===== src/rtl/core/cfd_pkg.sv =====
package cfd_pkg;

    localparam int CHANNELS = 7;
    localparam int IDX_W = (CHANNELS > 1) ? $clog2(CHANNELS) : 1;

    localparam int BYTE_W = 8;
    localparam int CH_OUT_W = 3;
    localparam int VALUE_W = 16;
    localparam int S_TDATA_W = 8;
    localparam int M_TDATA_W = 24;

    localparam logic [BYTE_W-1:0] START_BYTE = 8'h80;
    localparam logic [BYTE_W-1:0] END_BYTE = 8'hC0;

    typedef enum logic [2:0] {
        ST_HUNT1,
        ST_HUNT2,
        ST_LOW,
        ST_HIGH,
        ST_END1,
        ST_END2,
        ST_EMIT
    } cfd_state_t;

    typedef struct packed {
        logic load_low;
        logic store_word;
        logic idx_clr;
        logic end_capture;
        logic end_clear;
        logic emit_load;
    } cfd_cmd_t;

    typedef struct packed {
        logic byte_start;
        logic byte_end;
        logic pair_restart;
        logic idx_last;
        logic end_ok;
        logic emit_last;
        logic out_free;
    } cfd_sts_t;

endpackage


===== src/rtl/core/cfd_datapath.sv =====
module cfd_datapath (
    input  logic                                aclk,
    input  logic                                aresetn,
    input  logic [cfd_pkg::BYTE_W-1:0]          rx_byte,
    input  cfd_pkg::cfd_cmd_t                   cmd,
    output cfd_pkg::cfd_sts_t                   sts,
    input  logic                                out_ready,
    output logic                                out_valid,
    output logic [cfd_pkg::CH_OUT_W-1:0]        out_channel,
    output logic [cfd_pkg::VALUE_W-1:0]         out_value,
    output logic                                out_last
);
    import cfd_pkg::*;

    logic [BYTE_W-1:0]  low_byte_reg, low_byte_next;
    logic [IDX_W-1:0]   idx_reg, idx_next;
    logic               end_ok_reg, end_ok_next;
    logic [IDX_W-1:0]   emit_idx_reg, emit_idx_next;
    logic               valid_reg, valid_next;
    logic [CH_OUT_W-1:0] ch_reg, ch_next;
    logic [VALUE_W-1:0] val_reg;
    logic               last_reg, last_next;
    logic [VALUE_W-1:0] store_reg [CHANNELS];

    always_comb begin
        sts.byte_start   = (rx_byte == START_BYTE);
        sts.byte_end     = (rx_byte == END_BYTE);
        sts.pair_restart = ((low_byte_reg == START_BYTE) && (rx_byte == START_BYTE)) ||
                           ((low_byte_reg == END_BYTE) && (rx_byte == END_BYTE));
        sts.idx_last     = (idx_reg == IDX_W'(CHANNELS - 1));
        sts.end_ok       = end_ok_reg;
        sts.emit_last    = (emit_idx_reg == IDX_W'(CHANNELS - 1));
        sts.out_free     = !valid_reg || out_ready;
    end

    always_comb begin
        low_byte_next = cmd.load_low ? rx_byte : low_byte_reg;

        idx_next = idx_reg;
        if (cmd.idx_clr) begin
            idx_next = '0;
        end else if (cmd.store_word) begin
            idx_next = sts.idx_last ? '0 : idx_reg + IDX_W'(1);
        end

        end_ok_next = end_ok_reg;
        if (cmd.end_clear) begin
            end_ok_next = 1'b0;
        end else if (cmd.end_capture) begin
            end_ok_next = sts.byte_end;
        end

        emit_idx_next = emit_idx_reg;
        valid_next    = valid_reg;
        ch_next       = ch_reg;
        last_next     = last_reg;
        if (cmd.emit_load) begin
            emit_idx_next = sts.emit_last ? '0 : emit_idx_reg + IDX_W'(1);
            valid_next    = 1'b1;
            ch_next       = CH_OUT_W'(emit_idx_reg);
            last_next     = sts.emit_last;
        end else if (out_ready) begin
            valid_next = 1'b0;
        end
    end

    always_ff @(posedge aclk) begin
        if (!aresetn) begin
            low_byte_reg <= '0;
            idx_reg      <= '0;
            end_ok_reg   <= 1'b0;
            emit_idx_reg <= '0;
            valid_reg    <= 1'b0;
        end else begin
            low_byte_reg <= low_byte_next;
            idx_reg      <= idx_next;
            end_ok_reg   <= end_ok_next;
            emit_idx_reg <= emit_idx_next;
            valid_reg    <= valid_next;
        end
    end

    always_ff @(posedge aclk) begin
        ch_reg   <= ch_next;
        last_reg <= last_next;
        if (cmd.emit_load) begin
            val_reg <= store_reg[emit_idx_reg];
        end
        if (cmd.store_word) begin
            store_reg[idx_reg] <= {rx_byte, low_byte_reg};
        end
    end

    assign out_valid   = valid_reg;
    assign out_channel = ch_reg;
    assign out_value   = val_reg;
    assign out_last    = last_reg;

endmodule


===== src/rtl/core/cfd_ctrl.sv =====
module cfd_ctrl (
    input  logic               aclk,
    input  logic               aresetn,
    input  logic               in_valid,
    output logic               in_ready,
    input  cfd_pkg::cfd_sts_t  sts,
    output cfd_pkg::cfd_cmd_t  cmd
);
    import cfd_pkg::*;

    cfd_state_t state_reg, state_next;
    logic       fire;

    always_ff @(posedge aclk) begin
        if (!aresetn) begin
            state_reg <= ST_HUNT1;
        end else begin
            state_reg <= state_next;
        end
    end

    always_comb begin
        state_next = state_reg;
        cmd        = '0;
        in_ready   = (state_reg != ST_EMIT);
        fire       = in_valid && in_ready;
        case (state_reg)
            ST_HUNT1: begin
                if (fire && sts.byte_start) begin
                    state_next = ST_HUNT2;
                end
            end
            ST_HUNT2: begin
                if (fire) begin
                    if (sts.byte_start) begin
                        cmd.idx_clr = 1'b1;
                        state_next  = ST_LOW;
                    end else begin
                        state_next = ST_HUNT1;
                    end
                end
            end
            ST_LOW: begin
                if (fire) begin
                    cmd.load_low = 1'b1;
                    state_next   = ST_HIGH;
                end
            end
            ST_HIGH: begin
                if (fire) begin
                    if (sts.pair_restart) begin
                        cmd.idx_clr = 1'b1;
                        state_next  = ST_LOW;
                    end else begin
                        cmd.store_word = 1'b1;
                        state_next     = sts.idx_last ? ST_END1 : ST_LOW;
                    end
                end
            end
            ST_END1: begin
                if (fire) begin
                    cmd.end_capture = 1'b1;
                    state_next      = ST_END2;
                end
            end
            ST_END2: begin
                if (fire) begin
                    cmd.end_clear = 1'b1;
                    state_next    = (sts.end_ok && sts.byte_end) ? ST_EMIT : ST_HUNT1;
                end
            end
            ST_EMIT: begin
                if (sts.out_free) begin
                    cmd.emit_load = 1'b1;
                    if (sts.emit_last) begin
                        state_next = ST_HUNT1;
                    end
                end
            end
            default: begin
                state_next = ST_HUNT1;
            end
        endcase
    end

endmodule


===== src/rtl/core/channel_frame_deframer_core.sv =====
// Serial frame deframer. Takes one received byte per word on the s_ channel,
// hunts for the 0x80 0x80 start marker, gathers CHANNELS little-endian 16-bit
// values and checks the 0xC0 0xC0 end marker. A good frame is replayed on the
// m_ channel as CHANNELS words in channel order, tlast on the final one; a bad
// frame produces nothing. Bytes are taken at one per cycle while deframing.
// After a committed frame, s_tready stays low while the stored values are
// read out one per cycle through the output register, unless m_tready holds
// the output back.
module channel_frame_deframer_core (
    input  logic                              aclk,
    input  logic                              aresetn,
    input  logic                              s_tvalid,
    output logic                              s_tready,
    input  logic [cfd_pkg::S_TDATA_W-1:0]     s_tdata,   // [7:0] rx_byte
    output logic                              m_tvalid,
    input  logic                              m_tready,
    output logic [cfd_pkg::M_TDATA_W-1:0]     m_tdata,   // [2:0] channel, [18:3] value, zero pad
    output logic                              m_tlast
);
    import cfd_pkg::*;

    cfd_cmd_t              cmd;
    cfd_sts_t              sts;
    logic [CH_OUT_W-1:0]   out_channel;
    logic [VALUE_W-1:0]    out_value;

    cfd_ctrl u_ctrl (
        .aclk     (aclk),
        .aresetn  (aresetn),
        .in_valid (s_tvalid),
        .in_ready (s_tready),
        .sts      (sts),
        .cmd      (cmd)
    );

    cfd_datapath u_dp (
        .aclk        (aclk),
        .aresetn     (aresetn),
        .rx_byte     (s_tdata[BYTE_W-1:0]),
        .cmd         (cmd),
        .sts         (sts),
        .out_ready   (m_tready),
        .out_valid   (m_tvalid),
        .out_channel (out_channel),
        .out_value   (out_value),
        .out_last    (m_tlast)
    );

    assign m_tdata = {(M_TDATA_W - VALUE_W - CH_OUT_W)'(0), out_value, out_channel};

endmodule


===== config.mk =====
export PLATFORM = sky130hd
export DESIGN_NAME = channel_frame_deframer_core
export DESIGN_NICKNAME = d
export VERILOG_FILES = /design/src/rtl/core/cfd_pkg.sv /design/src/rtl/core/cfd_datapath.sv /design/src/rtl/core/cfd_ctrl.sv /design/src/rtl/core/channel_frame_deframer_core.sv
export SDC_FILE = /design/constraint.sdc
export NUM_CORES = 1
export LEC_CHECK = 0
export BUFFER_PORTS_ARGS = -buffer_cell sky130_fd_sc_hd__buf_4
export CAP_MARGIN = 20
export CORE_ASPECT_RATIO = 0.9
export CORE_MARGIN = 2
export CORE_UTILIZATION = 25
export CTS_CLUSTER_DIAMETER = 50
export DETAILED_ROUTE_END_ITERATION = 12
export PLACE_DENSITY = 0.43
export SYNTH_ARGS = -nofsm -noshare
export SYNTH_HDL_FRONTEND = slang
export SYNTH_SLANG_ARGS = --single-unit
export TNS_END_PERCENT = 5

===== constraint.sdc =====
create_clock -name aclk -period 3.71 [get_ports aclk]
set_input_delay 0.5565 -clock aclk [delete_from_list [all_inputs] [get_ports aclk]]
set_output_delay 0.5565 -clock aclk [all_outputs]
set_load 0.05 [all_outputs]

==> summary.md <==
| Metric | Value |
|---|---|
| Total power after layout | 0.00356 W |
| Synthesized flop and latch total | between 150 and 200 |
| Clock Skews | 0.0109 ns |
| Count of different cell masters after synthesis | 49 |
| Clock latency of the later-clocked register in the worst-skew pair | 0.42 ns |
| Worst endpoint data arrival time | approximately 2.5 ns |
| Fin crit period | ~2.4 ns |
| Wirelength per Cell | approximately 18 um |
| Largest voltage drop on the vdd net | around 250 uV |
| Startpoint Class | flop |
| Smallest hold slack | between 0.3 and 0.4 ns |
| Via-to-Cell Ratio | roughly 4.4 |
| Critical Path RT | between 3 and 4 ns |
| Instance count of the mapped netlist | 355 |
| Global-route wire length before repair | 19200 um |
| Initial antenna violation count | 0 |
| Library cell occupying the most area in the post-synthesis netlist | sky130_fd_sc_hd__edfxtp_1 |
| First drt pass iteration count | 4 |
| Post-synth top area share | about two thirds |
| Post-route fraction of the period consumed by the critical path | between 60% and 70% |
| DIE WIDTH | between 150 and 200 um |
| Total clock sinks | around 150 |
| Transition time at the pin with the least slew margin | about 0.95 ns |
| Overall die area | between 20000 and 30000 um2 |
| Final setup violation count | 0 |
| Complex-gate fraction of the synthesized area | under 10% |
| Number of buffers created by CTS | 17 |
| Met2 Track Usage GR | 16.1% |
| PortBufs | 33 |
| Number of synthesized flops with an enable pin | about 130 |
| Cell Rows | 53 |
| Die height | between 150 and 200 um |
| Max reg flops | 112 |
| Via count of the first global-routing pass | approximately 3200 |
| Post-cts hold buffer count | 0 |
| Wire length reported by the detailed router | approximately 13000 um |
| Total standard cell area after synthesis | approximately 6000 um2 |
| Total congestion overflow | 0 |
| Dominant register cell in the synthesized netlist | sky130_fd_sc_hd__edfxtp_1 |
| Adder-cell area share of the yosys netlist | 0% |
| Vias post-DR | approximately 3100 |
| Maximum clock frequency | between 400 and 500 MHz |
| Most crowded layer after global routing | met2 |
| Number of warnings reported in the yosys synthesis log | 0 |
| Final count of pins violating max slew | 0 |
| Fraction of final layout cells with drive strength greater than 1 | just under 30% |
| Count of final hold-check violations | 0 |
| Met1 layer usage reported by global route | 14.2% |
| Dpl ws | 0.937 ns |
| Count of pins on the block boundary | 39 |
| Fraction of synthesis flops using an asynchronous set or reset pin | 0% |
| Worst-case setup margin in the final layout | ~1.3 ns |
| Effective utilization at floorplan | 25.5% |
| Mean instance size in the synthesized netlist | between 15 and 20 um2 |
| Reported leakage power | ~2.2 nW |
| Fraction of synthesized cell area in xor and xnor cells | less than 1% |
| Clk buf depth | 2 |
| Mux share of post-synthesis cell area | a little over an eighth |
| Normalized max-slew margin | ~36% |
| RSZ-0062 raised after global routing | false |
| GRT Total Usage | between 10% and 20% |
| ANT cells | 0 |
| Largest net degree at the start of global routing | 26 |
| Clk slew on worst S/H paths | 0.06 ns |
| Endpoint class of the critical path | flop |
| Number of H-tree levels | 4 |
| Post-CTS Setup Inserts | 0 |
| Max Cap Violations | 0 |
| Maximum fanout encountered on the critical timing path | 9 |
| Global routing met3 resource utilization | between 2 and 3% |
| Setup_tns | 0 ns |
| Biggest area contributors in the synthesized netlist | sky130_fd_sc_hd__edfxtp_1, sky130_fd_sc_hd__dfxtp_1, sky130_fd_sc_hd__mux4_2 |
| Kind of critical path | reg -> reg |
| CTS Root Buffer Type | sky130_fd_sc_hd__clkbuf_16 |
| Detailed placer's ending HPWL | around 7700 um |
| Sequential area share after synthesis | 72.9% |
| Final weighted congestion in routability-driven placement | between 0.7 and 0.8 |
| Total placed cells including tap cells | around 680 |
| Dominant combinational cell family by area after synthesis | multiplexers |
| Final cell count without fillers | about 700 |
| Number of design rule violations left after detail routing | 0 |
| CTS tree | built |
| Simple-gate share of the synthesized area | under 10% |
| Power per cell area | 496 nW/um2 |
| Area of the placeable core | around 23000 um2 |
| Number of cells upsized or downsized after cts | 0 |
| Min-delay worst type | in -> reg |
| Result of the run | complete, no violations |
| # fillers | about 2300 |
| Number of nets with antenna violations after detailed routing | 0 |
| DR iter-0 viols | approximately 340 |
| Number of nets in the layout | just over 400 |
| Synthesis-to-layout area growth | 20.6% |
==> metal layers <==
| metal | share of wire (%) | vias up |
|---|---|---|
| li1 | - | 1446 |
| met4 | 1.4 | 0 |
| met5 | 0 | - |
| met2 | 46 | 53 |
| met1 | 49 | 1616 |
| met3 | 3.5 | 19 |
==> critical path, cell delays in order (launching register included) <==
cell and delay [ns]:
sky130_fd_sc_hd__dfxtp_1 0.54, sky130_fd_sc_hd__nor3_1 0.15, sky130_fd_sc_hd__nand3_1 0.19, sky130_fd_sc_hd__o21bai_4 0.13, sky130_fd_sc_hd__nor2_1 0.75, sky130_fd_sc_hd__buf_4 0.33
==> cell type report <==
cell class | count | area, um2 | area share (%)
sequential | 151 | 4350 | 60.5
multi-input combinational | 180 | 1510 | 21.0
clock buffer | 17 | 425 | 5.92
tap | 302 | 378 | 5.26
timing repair buffer | 46 | 362 | 5.03
clock inverter | 14 | 149 | 2.07
inverter | 5 | 18.8 | 0.261
==> cell families (layout without fill, tap and decap cells) <==
kind of cell / count (synthesis) / after routing
buf+inv: 28 / 82
xor+xnor: 2 / 2
mux: 56 / 56
flops: 151 / 151
other cells: 1 / 5
compound gates: 39 / 39
simple gates: 78 / 78
==> power by group <==
part	leakage, nW	switching [W]	internal, W
logic	0.645	0.0000325	0.0000126
clock network	0.274	0.000692	0.000990
registers	1.31	0.00000383	0.00183
total	2.23	0.000729	0.00283
==> per-stage QoR <==
stage	utilization, %	cell area [um2]
floorplan	-	5970
global placement	28.2	6600
detailed placement	28.2	6600
CTS	30.7	7180
global route	30.7	7190
finish	30.7	7190
==> worst paths after layout <==
kind | from | endpoint | slack (ns) | cells after the start
worst max-delay path | u_dp.low_byte_reg[1] | u_dp.store_reg[2][15] | 1.31 | 5
worst min-delay path | s_tdata[5] | u_dp.store_reg[5][13] | 0.39 | 1
worst max register to register | u_dp.low_byte_reg[1] | u_dp.store_reg[2][15] | 1.31 | 5
worst min register to register | u_dp.end_ok_reg | u_dp.end_ok_reg | 0.45 | 2
==> cell usage after synthesis, types with 2 or more instances <==
| master | count |
|---|---|
| sky130_fd_sc_hd__nor3_1 | 2 |
| sky130_fd_sc_hd__mux2_2 | 16 |
| sky130_fd_sc_hd__edfxtp_1 | 132 |
| sky130_fd_sc_hd__mux4_2 | 16 |
| sky130_fd_sc_hd__nor2b_1 | 10 |
| sky130_fd_sc_hd__nand3_1 | 3 |
| sky130_fd_sc_hd__nand2b_1 | 2 |
| sky130_fd_sc_hd__a31oi_1 | 3 |
| sky130_fd_sc_hd__nor4_1 | 2 |
| sky130_fd_sc_hd__buf_4 | 7 |
| sky130_fd_sc_hd__clkbuf_1 | 12 |
| sky130_fd_sc_hd__nand4_1 | 2 |
| sky130_fd_sc_hd__a21oi_1 | 5 |
| sky130_fd_sc_hd__nand3b_1 | 3 |
| sky130_fd_sc_hd__o21ai_0 | 21 |
| sky130_fd_sc_hd__buf_2 | 3 |
| sky130_fd_sc_hd__dfxtp_1 | 19 |
| sky130_fd_sc_hd__nor2_1 | 10 |
| sky130_fd_sc_hd__nand2_1 | 30 |
| sky130_fd_sc_hd__inv_1 | 5 |
| sky130_fd_sc_hd__mux2i_1 | 24 |
==> layout by cell type (no fill, tap or decap), drive strengths merged, types with 2 or more instances in the layout <==
cell type / Yosys / routed
clkinvlp: 0 / 3
dfxtp: 19 / 19
and2b: 2 / 2
nand3: 5 / 5
a31oi: 3 / 3
clkbuf: 12 / 17
nand2: 30 / 30
mux4: 16 / 16
inv: 5 / 9
nor4: 3 / 3
bufinv: 0 / 2
nor2b: 10 / 10
nand3b: 3 / 3
edfxtp: 132 / 132
buf: 11 / 46
nand2b: 2 / 2
conb: 1 / 5
nor3: 2 / 2
mux2i: 24 / 24
a21oi: 5 / 5
nor2: 11 / 11
mux2: 16 / 16
o21ai: 21 / 21
nand4: 2 / 2
clkinv: 0 / 5
(Power assumes the default switching activity.)
